--- config.mk ---
export PLATFORM = sky130hd
export DESIGN_NAME = mbc3_bank_address_mapper_top_flat
export DESIGN_NICKNAME = d
export VERILOG_FILES = /design/src/design/mbc3m_pkg.sv /design/src/design/mbc3m_intf.sv /design/src/design/mbc3m_csr_regs.sv /design/src/design/mbc3m_bank_state.sv /design/src/design/mbc3m_translate.sv /design/src/design/mbc3_bank_address_mapper_top.sv /design/src/flat_wrapper.sv
export SDC_FILE = /design/constraint.sdc
export NUM_CORES = 1
export LEC_CHECK = 0
export ABC_CLOCK_PERIOD_IN_PS = 6200
export BUFFER_PORTS_ARGS = -buffer_cell sky130_fd_sc_hd__clkbuf_2
export CAP_MARGIN = 15
export CORE_MARGIN = 2
export CORE_UTILIZATION = 39
export CTS_BUF_LIST = sky130_fd_sc_hd__clkbuf_4 sky130_fd_sc_hd__clkbuf_8
export CTS_CLUSTER_SIZE = 8
export DETAILED_ROUTE_END_ITERATION = 8
export MAX_ROUTING_LAYER = met4
export PLACE_DENSITY = 0.62
export SYNTH_ARGS = -nofsm -noshare
export SYNTH_HDL_FRONTEND = slang
export SYNTH_SLANG_ARGS = --single-unit
--- constraint.sdc ---
create_clock -name clock -period 6.2 [get_ports clock]
set_input_delay 0.31 -clock clock [delete_from_list [all_inputs] [get_ports clock]]
set_output_delay 0.31 -clock clock [all_outputs]
set_load 0.01 [all_outputs]
--- src/design/mbc3m_pkg.sv ---
package mbc3m_pkg;

   // result action codes
   localparam logic [2:0] ACT_HOST  = 3'd0;
   localparam logic [2:0] ACT_IO    = 3'd1;
   localparam logic [2:0] ACT_BANK  = 3'd2;
   localparam logic [2:0] ACT_ZERO  = 3'd3;
   localparam logic [2:0] ACT_DROP  = 3'd4;
   localparam logic [2:0] ACT_FAULT = 3'd5;

   // configuration register indexes
   localparam logic [2:0] CSR_ROM_BASE  = 3'd0;
   localparam logic [2:0] CSR_RAM_BASE  = 3'd1;
   localparam logic [2:0] CSR_VRAM_BASE = 3'd2;
   localparam logic [2:0] CSR_WRAM_BASE = 3'd3;
   localparam logic [2:0] CSR_HRAM_BASE = 3'd4;
   localparam logic [2:0] CSR_MBC_KIND  = 3'd5;

   localparam logic [31:0] ROM_BASE_RESET  = 32'h0800_0000;
   localparam logic [31:0] RAM_BASE_RESET  = 32'h0A00_0000;
   localparam logic [31:0] VRAM_BASE_RESET = 32'h0230_0000;
   localparam logic [31:0] WRAM_BASE_RESET = 32'h0300_0000;
   localparam logic [31:0] HRAM_BASE_RESET = 32'h0000_0000;

   localparam logic [2:0] MBC_KIND_MBC3 = 3'd3;

   // bank register select, address bits 14:13 of a ROM-space write
   localparam logic [1:0] SEL_RAM_ENABLE = 2'b00;
   localparam logic [1:0] SEL_ROM_BANK   = 2'b01;
   localparam logic [1:0] SEL_RAM_BANK   = 2'b10;
   localparam logic [1:0] SEL_CLK_LATCH  = 2'b11;

   localparam logic [7:0] RAM_ENABLE_KEY = 8'h0A;
   localparam logic [7:0] RTC_BANK_LO    = 8'd8;
   localparam logic [7:0] RTC_BANK_HI    = 8'd12;
   localparam logic [7:0] RAM_BANK_COUNT = 8'd4;

   localparam logic [31:0] WRAM_HI_OFFSET = 32'h0000_1000;

   typedef struct packed {
      logic [31:0] rom_start;
      logic [31:0] ram_start;
      logic [31:0] vram_base;
      logic [31:0] wram_base;
      logic [31:0] hram_base;
      logic [2:0]  mbc_kind;
   } cfg_type;

   typedef struct packed {
      logic [7:0] rom_bank;
      logic [7:0] ram_bank;
      logic       ram_on;
      logic       ram_mapped;
   } bank_state_type;

   typedef struct packed {
      logic       valid;
      logic [1:0] sel;
      logic [7:0] data;
   } bank_wr_type;

   typedef struct packed {
      logic        mode;
      logic [15:0] address;
      logic [7:0]  write_data;
   } req_word_type;

   typedef struct packed {
      logic [2:0]  action;
      logic [31:0] host_address;
      logic [7:0]  io_port;
      logic [7:0]  store_data;
   } rsp_word_type;

endpackage

--- src/design/mbc3m_intf.sv ---
interface mbc3m_req_intf;
   logic        valid;
   logic        ready;
   logic        mode;
   logic [15:0] address;
   logic [7:0]  write_data;

   modport source (output valid, mode, address, write_data, input ready);
   modport sink   (input valid, mode, address, write_data, output ready);
endinterface

interface mbc3m_rsp_intf;
   logic        valid;
   logic        ready;
   logic [2:0]  action;
   logic [31:0] host_address;
   logic [7:0]  io_port;
   logic [7:0]  store_data;

   modport source (output valid, action, host_address, io_port, store_data, input ready);
   modport sink   (input valid, action, host_address, io_port, store_data, output ready);
endinterface

interface mbc3m_csr_intf;
   logic        valid;
   logic        ready;
   logic [2:0]  index;
   logic [31:0] data;

   modport source (output valid, index, data, input ready);
   modport sink   (input valid, index, data, output ready);
endinterface

--- src/design/mbc3m_csr_regs.sv ---
module mbc3m_csr_regs (
   input  logic               clock,
   input  logic               reset,
   input  logic               wr_en,
   input  logic [2:0]         wr_index,
   input  logic [31:0]        wr_data,
   output mbc3m_pkg::cfg_type cfg
);

   mbc3m_pkg::cfg_type cfg_ff;
   mbc3m_pkg::cfg_type cfg_in;

   always_comb begin
      cfg_in = cfg_ff;
      if (wr_en) begin
         case (wr_index)
            mbc3m_pkg::CSR_ROM_BASE:  cfg_in.rom_start = wr_data;
            mbc3m_pkg::CSR_RAM_BASE:  cfg_in.ram_start = wr_data;
            mbc3m_pkg::CSR_VRAM_BASE: cfg_in.vram_base = wr_data;
            mbc3m_pkg::CSR_WRAM_BASE: cfg_in.wram_base = wr_data;
            mbc3m_pkg::CSR_HRAM_BASE: cfg_in.hram_base = wr_data;
            mbc3m_pkg::CSR_MBC_KIND:  cfg_in.mbc_kind  = wr_data[2:0];
            default: ;
         endcase
      end
   end

   always_ff @(posedge clock) begin
      if (reset) begin
         cfg_ff.rom_start <= mbc3m_pkg::ROM_BASE_RESET;
         cfg_ff.ram_start <= mbc3m_pkg::RAM_BASE_RESET;
         cfg_ff.vram_base <= mbc3m_pkg::VRAM_BASE_RESET;
         cfg_ff.wram_base <= mbc3m_pkg::WRAM_BASE_RESET;
         cfg_ff.hram_base <= mbc3m_pkg::HRAM_BASE_RESET;
         cfg_ff.mbc_kind  <= mbc3m_pkg::MBC_KIND_MBC3;
      end else begin
         cfg_ff <= cfg_in;
      end
   end

   assign cfg = cfg_ff;

endmodule

--- src/design/mbc3m_bank_state.sv ---
module mbc3m_bank_state (
   input  logic                      clock,
   input  logic                      reset,
   input  mbc3m_pkg::bank_wr_type    bank_wr,
   output mbc3m_pkg::bank_state_type bank
);

   mbc3m_pkg::bank_state_type bank_ff;
   mbc3m_pkg::bank_state_type bank_in;

   always_comb begin
      bank_in = bank_ff;
      if (bank_wr.valid) begin
         case (bank_wr.sel)
            mbc3m_pkg::SEL_RAM_ENABLE: begin
               if (bank_wr.data == 8'd0) begin
                  bank_in.ram_on = 1'b0;
               end else if (bank_wr.data == mbc3m_pkg::RAM_ENABLE_KEY) begin
                  bank_in.ram_on     = 1'b1;
                  bank_in.ram_mapped = (bank_ff.ram_bank < mbc3m_pkg::RAM_BANK_COUNT);
               end
            end
            mbc3m_pkg::SEL_ROM_BANK: begin
               bank_in.rom_bank = (bank_wr.data != 8'd0) ? bank_wr.data : 8'd1;
            end
            mbc3m_pkg::SEL_RAM_BANK: begin
               if (bank_wr.data >= mbc3m_pkg::RTC_BANK_LO) begin
                  bank_in.ram_bank   = bank_wr.data;
                  bank_in.ram_mapped = 1'b0;
               end else if (bank_wr.data < mbc3m_pkg::RAM_BANK_COUNT) begin
                  bank_in.ram_bank   = bank_wr.data;
                  bank_in.ram_mapped = bank_ff.ram_on;
               end else begin
                  bank_in.ram_mapped = 1'b0;
               end
            end
            mbc3m_pkg::SEL_CLK_LATCH: ;  // latch has no effect here
            default: ;
         endcase
      end
   end

   always_ff @(posedge clock) begin
      if (reset) begin
         bank_ff.rom_bank   <= 8'd1;
         bank_ff.ram_bank   <= 8'd0;
         bank_ff.ram_on     <= 1'b0;
         bank_ff.ram_mapped <= 1'b1;
      end else begin
         bank_ff <= bank_in;
      end
   end

   assign bank = bank_ff;

endmodule

--- src/design/mbc3m_translate.sv ---
module mbc3m_translate (
   input  mbc3m_pkg::cfg_type        cfg,
   input  mbc3m_pkg::bank_state_type bank,
   input  mbc3m_pkg::req_word_type   req_word,
   output mbc3m_pkg::rsp_word_type   rsp_word,
   output mbc3m_pkg::bank_wr_type    bank_wr
);

   logic [3:0]  ix;
   logic [11:0] off;
   logic        wr;
   logic        is_mbc3;
   logic        rtc_bank;
   logic [31:0] base;
   logic [31:0] offset;
   logic [2:0]  action;
   logic [7:0]  port;

   assign ix       = req_word.address[15:12];
   assign off      = req_word.address[11:0];
   assign wr       = req_word.mode;
   assign is_mbc3  = (cfg.mbc_kind == mbc3m_pkg::MBC_KIND_MBC3);
   assign rtc_bank = (bank.ram_bank >= mbc3m_pkg::RTC_BANK_LO) &&
                     (bank.ram_bank <= mbc3m_pkg::RTC_BANK_HI);

   always_comb begin
      action = mbc3m_pkg::ACT_HOST;
      port   = 8'd0;
      base   = cfg.hram_base;
      offset = {23'd0, off[8:0]};
      if (ix < 4'd4) begin
         base   = cfg.rom_start;
         offset = {18'd0, req_word.address[13:0]};
      end else if (ix < 4'd8) begin
         base   = cfg.rom_start;
         offset = {10'd0, bank.rom_bank, req_word.address[13:0]};
      end else if (ix < 4'd10) begin
         base   = cfg.vram_base;
         offset = {19'd0, req_word.address[12:0]};
      end else if (ix < 4'd12) begin
         base   = cfg.ram_start;
         offset = {11'd0, bank.ram_bank, req_word.address[12:0]};
         if (!bank.ram_mapped) begin
            if (!is_mbc3) begin
               action = mbc3m_pkg::ACT_FAULT;
            end else if (wr) begin
               action = rtc_bank ? mbc3m_pkg::ACT_DROP : mbc3m_pkg::ACT_FAULT;
            end else if (!bank.ram_on) begin
               action = mbc3m_pkg::ACT_ZERO;
            end else begin
               action = rtc_bank ? mbc3m_pkg::ACT_ZERO : mbc3m_pkg::ACT_FAULT;
            end
         end
      end else if (ix < 4'd14) begin
         base   = cfg.wram_base;
         offset = {19'd0, req_word.address[12:0]};
      end else if (ix == 4'd14) begin
         base   = cfg.wram_base;
         offset = {20'd0, off};
      end else if (off < 12'hE00) begin
         base   = cfg.wram_base;
         offset = mbc3m_pkg::WRAM_HI_OFFSET + {20'd0, off};
      end else if (wr && off >= 12'hF00 && off < 12'hF80) begin
         action = mbc3m_pkg::ACT_IO;
         port   = off[7:0];
      end

      // ROM-space writes program the bank registers on MBC3; on other kinds they fault
      if (wr && ix < 4'd8) begin
         action = is_mbc3 ? mbc3m_pkg::ACT_BANK : mbc3m_pkg::ACT_FAULT;
      end
   end

   assign bank_wr.valid = wr && (ix < 4'd8) && is_mbc3;
   assign bank_wr.sel   = req_word.address[14:13];
   assign bank_wr.data  = req_word.write_data;

   assign rsp_word.action       = action;
   assign rsp_word.host_address = (action == mbc3m_pkg::ACT_HOST) ? (base + offset) : 32'd0;
   assign rsp_word.io_port      = port;
   assign rsp_word.store_data   = (wr && action != mbc3m_pkg::ACT_FAULT) ?
                                  req_word.write_data : 8'd0;

endmodule

--- src/design/mbc3_bank_address_mapper_top.sv ---
// MBC3 bank address mapper.
// req_ch carries one guest CPU byte access per word (mode, address, write_data).
// rsp_ch returns one result word per access: action, host_address, io_port and
// store_data. csr_ch writes the region bases and controller kind; it is always
// ready and must only be used while no access is in flight.
// A word accepted from req_ch passes the two-register path (input register,
// decode/add, result register) to rsp_ch. Throughput: one word per cycle
// while rsp_ch is ready; the bank registers update as the access moves into
// the result register, so the following access sees them at once.
// When rsp_ch stalls, the result register holds and the input register still
// takes one more word; req_ch.ready drops only when both are full.
// Reset (synchronous, active high) empties both registers, restores the
// default bases and MBC3 kind, ROM bank 1, RAM bank 0 mapped, RAM disabled.
module mbc3_bank_address_mapper_top (
   input logic           clock,
   input logic           reset,
   mbc3m_req_intf.sink   req_ch,
   mbc3m_rsp_intf.source rsp_ch,
   mbc3m_csr_intf.sink   csr_ch
);

   mbc3m_pkg::cfg_type        cfg;
   mbc3m_pkg::bank_state_type bank;
   mbc3m_pkg::bank_wr_type    bank_wr_raw;
   mbc3m_pkg::bank_wr_type    bank_wr;
   mbc3m_pkg::rsp_word_type   rsp_word;

   // input register
   logic                    in_valid_ff;
   logic                    in_valid_in;
   mbc3m_pkg::req_word_type in_word_ff;
   mbc3m_pkg::req_word_type in_word_in;

   // result register
   logic                    out_valid_ff;
   logic                    out_valid_in;
   mbc3m_pkg::rsp_word_type out_word_ff;
   mbc3m_pkg::rsp_word_type out_word_in;

   logic advance;
   logic req_take;

   assign csr_ch.ready = 1'b1;

   mbc3m_csr_regs u_csr_regs (
      .clock    (clock),
      .reset    (reset),
      .wr_en    (csr_ch.valid),
      .wr_index (csr_ch.index),
      .wr_data  (csr_ch.data),
      .cfg      (cfg)
   );

   mbc3m_translate u_translate (
      .cfg      (cfg),
      .bank     (bank),
      .req_word (in_word_ff),
      .rsp_word (rsp_word),
      .bank_wr  (bank_wr_raw)
   );

   // bank registers only change when the access actually moves on
   always_comb begin
      bank_wr       = bank_wr_raw;
      bank_wr.valid = bank_wr_raw.valid && advance;
   end

   mbc3m_bank_state u_bank_state (
      .clock   (clock),
      .reset   (reset),
      .bank_wr (bank_wr),
      .bank    (bank)
   );

   assign advance      = in_valid_ff && (!out_valid_ff || rsp_ch.ready);
   assign req_ch.ready = !in_valid_ff || advance;
   assign req_take     = req_ch.valid && req_ch.ready;

   always_comb begin
      in_valid_in = in_valid_ff;
      in_word_in  = in_word_ff;
      if (req_take) begin
         in_valid_in           = 1'b1;
         in_word_in.mode       = req_ch.mode;
         in_word_in.address    = req_ch.address;
         in_word_in.write_data = req_ch.write_data;
      end else if (advance) begin
         in_valid_in = 1'b0;
      end
   end

   always_comb begin
      out_valid_in = out_valid_ff;
      out_word_in  = out_word_ff;
      if (advance) begin
         out_valid_in = 1'b1;
         out_word_in  = rsp_word;
      end else if (rsp_ch.ready) begin
         out_valid_in = 1'b0;
      end
   end

   always_ff @(posedge clock) begin
      if (reset) begin
         in_valid_ff  <= 1'b0;
         out_valid_ff <= 1'b0;
      end else begin
         in_valid_ff  <= in_valid_in;
         out_valid_ff <= out_valid_in;
      end
   end

   always_ff @(posedge clock) begin
      in_word_ff  <= in_word_in;
      out_word_ff <= out_word_in;
   end

   assign rsp_ch.valid        = out_valid_ff;
   assign rsp_ch.action       = out_word_ff.action;
   assign rsp_ch.host_address = out_word_ff.host_address;
   assign rsp_ch.io_port      = out_word_ff.io_port;
   assign rsp_ch.store_data   = out_word_ff.store_data;

endmodule
--- src/flat_wrapper.sv ---
// flat-port wrapper written by rule: the top's interface ports become plain ports
module mbc3_bank_address_mapper_top_flat 
  (clock, reset, req_ch_valid, req_ch_mode, req_ch_address, req_ch_write_data, req_ch_ready, rsp_ch_valid, rsp_ch_action, rsp_ch_host_address, rsp_ch_io_port, rsp_ch_store_data, rsp_ch_ready, csr_ch_valid, csr_ch_index, csr_ch_data, csr_ch_ready);
  mbc3m_req_intf req_ch_i ();
  mbc3m_rsp_intf rsp_ch_i ();
  mbc3m_csr_intf csr_ch_i ();
  input logic clock;
  input logic reset;
  input wire logic [$bits(req_ch_i.valid)-1:0] req_ch_valid;
  input wire logic [$bits(req_ch_i.mode)-1:0] req_ch_mode;
  input wire logic [$bits(req_ch_i.address)-1:0] req_ch_address;
  input wire logic [$bits(req_ch_i.write_data)-1:0] req_ch_write_data;
  output wire logic [$bits(req_ch_i.ready)-1:0] req_ch_ready;
  output wire logic [$bits(rsp_ch_i.valid)-1:0] rsp_ch_valid;
  output wire logic [$bits(rsp_ch_i.action)-1:0] rsp_ch_action;
  output wire logic [$bits(rsp_ch_i.host_address)-1:0] rsp_ch_host_address;
  output wire logic [$bits(rsp_ch_i.io_port)-1:0] rsp_ch_io_port;
  output wire logic [$bits(rsp_ch_i.store_data)-1:0] rsp_ch_store_data;
  input wire logic [$bits(rsp_ch_i.ready)-1:0] rsp_ch_ready;
  input wire logic [$bits(csr_ch_i.valid)-1:0] csr_ch_valid;
  input wire logic [$bits(csr_ch_i.index)-1:0] csr_ch_index;
  input wire logic [$bits(csr_ch_i.data)-1:0] csr_ch_data;
  output wire logic [$bits(csr_ch_i.ready)-1:0] csr_ch_ready;
  assign req_ch_i.valid = req_ch_valid;
  assign req_ch_i.mode = req_ch_mode;
  assign req_ch_i.address = req_ch_address;
  assign req_ch_i.write_data = req_ch_write_data;
  assign req_ch_ready = req_ch_i.ready;
  assign rsp_ch_valid = rsp_ch_i.valid;
  assign rsp_ch_action = rsp_ch_i.action;
  assign rsp_ch_host_address = rsp_ch_i.host_address;
  assign rsp_ch_io_port = rsp_ch_i.io_port;
  assign rsp_ch_store_data = rsp_ch_i.store_data;
  assign rsp_ch_i.ready = rsp_ch_ready;
  assign csr_ch_i.valid = csr_ch_valid;
  assign csr_ch_i.index = csr_ch_index;
  assign csr_ch_i.data = csr_ch_data;
  assign csr_ch_ready = csr_ch_i.ready;
  mbc3_bank_address_mapper_top u_core (.clock(clock), .reset(reset), .req_ch(req_ch_i), .rsp_ch(rsp_ch_i), .csr_ch(csr_ch_i));
endmodule
==> run_results.csv <==
group,metric,value,unit
yosys,syn_area,12000,µm²
clocking,path_clk_slew,0.06,ns
clocking,clk-insertion-delay-late,0.56,ns
timing,min_period,4.74,ns
routing,drt_iter0_drc,1135,
critical_path,path_class,"register to register",
clocking,cts_htree_levels,2,
floorplanning,start_util,39.4,%
timing,hold_viol,0,
layout,regArea,5950,µm²
yosys,syn_inst,1418,
yosys,synth_mux_area_share,2.37,%
timing,setup_viol,0,
power_and_ir_drop,power.internal,2.94,mW
place,portBuffers,117,
floorplanning,die_w,179,µm
layout,area_growth,17.1,%
global_route,grt-ovfl-total,0,
timing,rsz0062_at_grt,"no",
layout,multi_input_area,5640,µm²
floorplanning,coreArea,30400,µm²
clocking,cts_sinks,259,
timing,skew,0.0289,ns
yosys,yosysWarnings,0,
yosys,yosysUniqueCellTypes,79,
timing,hold_ws,0.0390,ns
layout,final_common_cell,"nand2_1",
critical_path,path_max_fanout,69,
yosys,synthFlopType,"dfxtp_1",
yosys,ys_seq_elements,259,
yosys,synth_top_family_by_area,"simple AND/OR/NAND/NOR gates",
outcome,status,"completed",
timing,drv_slew,0,
clocking,cts_buffers,45,
place,place.gp.congestion,0.902,
layout,utilization,46.2,%
power_and_ir_drop,power_density,279,nW/µm²
clocking,cts.path.max_buffers,3,
yosys,avgSynthCellArea,8.46,µm²
timing,tightestPinTransition,1.06,ns
yosys,synth_nets,1506,
floorplanning,num_io_pins,119,
routing,via_per_inst,5.39,
yosys,synth_enable_flop_cells,76,
routing,drc_errors,0,
routing,wl_per_cell,17.7,µm
yosys,synthArstFlopShare,0,%
place,dp_hpwl,22.3,mm
routing,final_antenna_net_count,0,
power_and_ir_drop,pwr-share-seq,47.0,%
routing,drt_first_pass_iters,5,
clocking,cts_setup_buffers,0,
timing,final.setup.tns,0,ns
critical_path,end_kind,"register",
critical_path,arrival,5.12,ns
timing,maxClockFrequency,211,MHz
floorplanning,rows,64,
yosys,synth_xor_area_share,1.02,%
timing,period_share,76.5,%
critical_path,start_kind,"register",
yosys,synth-compound-area-share,19.1,%
floorplanning,die_h,179,µm
global_route,grt_pass1_wl,53.4,mm
layout,fillers,3042,
routing,num_vias,10600,
clocking,tritoncts,"done",
yosys,synth-simple-area-share,21.7,%
routing,wirelength,34.6,mm
layout,antenna_cells,0,
power_and_ir_drop,combPwrFrac,10.5,%
global_route,grt_pass1_vias,9639,
critical_path,required,6.58,ns
worst_hold_path,min_path_type,"input pin to register",
yosys,yosys.area_share.adder,2.46,%
clocking,ctsRootBufferMaster,"clkbuf_8",
timing,timing.slew.headroom,29.1,%
global_route,grt_max_degree,94,
power_and_ir_drop,p_switching,0.975,mW
yosys,yosysSeqAreaShare,49.6,%
global_route,grtUsageTotal,21.8,%
layout,nNetsFinal,1615,
power_and_ir_drop,p_sw_share,24.9,%
floorplanning,die-area,32200,µm²
layout,layout_common_cells,"nand2_1, a21oi_1, dfxtp_1",
run,maxCapViolations,0,
layout,layout-drive-gt1-share,15.4,%
power_and_ir_drop,power_frac_clock,42.5,%
power_and_ir_drop,ir_drop,0.142,mV
global_route,antenna_found_initial,0,
power_and_ir_drop,p_leak,5.12,nW
logic make-up after synthesis:
family | after synthesis
DFF | 259
other | 2
xor gates and xnor gates | 14
and+or+nand+nor | 609
muxes | 27
adders and majority gates | 23
buffers and inverters | 104
AOI/OAI and AO/OA | 380
stage by stage:
step	instances	power, mW	cell area, µm²	worst slack, ns
2_1_floorplan	1418	2.12	12000	2.37
4_1_cts	1956	3.94	14000	1.53
6_report	1956	3.91	14000	1.46
3_5_place_dp	1850	2.27	12800	1.59
5_1_grt	1956	4.07	14000	1.16
3_3_place_gp	1850	2.26	12800	1.57
cell type report:
| class | count | share of cell area (%) |
|---|---|---|
| sequential | 259 | 42.3 |
| multi-input combinational | 1055 | 40.1 |
| timing repair buffer | 157 | 6.79 |
| clock buffer | 72 | 6.34 |
| tap | 396 | 3.53 |
| clock inverter | 8 | 0.615 |
| inverter | 9 | 0.241 |
registers in the layout, indices dropped and copies added, names as in the netlist:
signal	flops
u_core.u_csr_regs.cfg	163
u_core.rsp_ch.host_address	32
u_core.in_word_ff	25
u_core.u_bank_state.bank	18
u_core.rsp_ch.io_port	8
u_core.rsp_ch.store_data	8
u_core.rsp_ch.action	3
u_core.in_valid_ff	1
u_core.rsp_ch.valid	1
metal layers:
metal | GRT usage (%) | share of wire, % | vias to the layer above
met4 | 7.26 | 2.5 | 0
met1 | 30.0 | 45 | 4951
met2 | 32.7 | 45 | 387
met3 | 3.71 | 7.2 | 68
met5 | - | 0 | -
li1 | - | - | 5146
worst max-delay path: stages, from the launching register on:
cell	delay, ns
edfxtp_1	0.36
buf_4	0.62
and2_1	0.22
buf_4	0.46
nor2_1	0.08
a311oi_1	0.25
a21oi_1	0.07
a21oi_1	0.39
ha_1	0.38
a21oi_1	0.26
o21ai_0	0.15
a311oi_1	0.39
a31o_2	0.30
a21oi_2	0.13
a311o_1	0.38
o21ai_1	0.10
cell usage after synthesis (all sizes together), types with 2 or more instances:
cell type  instances  area, µm²
nand2            383       1440
a21oi            218       1100
dfxtp            183       3660
nor2             111        427
edfxtp            76       2280
clkbuf            71        267
o21ai             50        250
a311oi            25        225
buf               24        140
and2              22        138
ha                22        275
mux2i             22        220
nand3             22        115
nor3              15       85.1
a21o              13       97.6
a211oi            12        103
and3              10       62.6
nor2b             10       62.6
o21a               9       67.6
xnor2              9       78.8
inv                8       30.0
a22o               7       61.3
nand4              7       50.1
or2                7       43.8
a31oi              6       37.5
o211ai             6       50.1
mux2               5       63.8
nor4               5       46.3
xor2               5       43.8
nand2b             4       25.0
o221ai             4       41.3
a211o              3       26.3
a21boi             3       22.5
and4               3       26.3
o21bai             3       22.5
o22ai              3       18.8
or3                3       18.8
a2bb2oi            2       17.5
a311o              2       20.0
conb               2       7.51
nand3b             2       15.0
o2bb2ai            2       17.5
o311ai             2       17.5
o31ai              2       15.0
power by group through the flow:
stage	clock [mW]	combinational (mW)	sequential (mW)
finish	1.67	0.409	1.84
detailed placement	0	0.392	1.88
CTS	1.70	0.407	1.84
global placement	0	0.390	1.88
global route	1.77	0.452	1.84
floorplan	0	0.246	1.88
timing repair:
action,4_1_cts,5_1_grt
hold endpoints to repair,26,0
hold buffers,26,0
gates resized for setup,0,0
endpoints found under the setup margin,0,0
worst paths after layout:
path                                                  end  slack (ns)                              startpoint  depth (start not counted)
max          u_core.rsp_ch.host_address[30]$_SDFFCE_PP0P_        1.46         u_core.in_word_ff[23]$_DFFE_PP_                         15
min                u_core.u_csr_regs.cfg[93]$_SDFFE_PP0P_        0.04                         csr_ch_data[26]                          3
max reg2reg  u_core.rsp_ch.host_address[30]$_SDFFCE_PP0P_        1.46         u_core.in_word_ff[23]$_DFFE_PP_                         15
min reg2reg        u_core.u_csr_regs.cfg[66]$_SDFFE_PP0P_        0.45  u_core.u_csr_regs.cfg[66]$_SDFFE_PP0P_                          2
No activity file was read; power rests on OpenSTA's default activity.
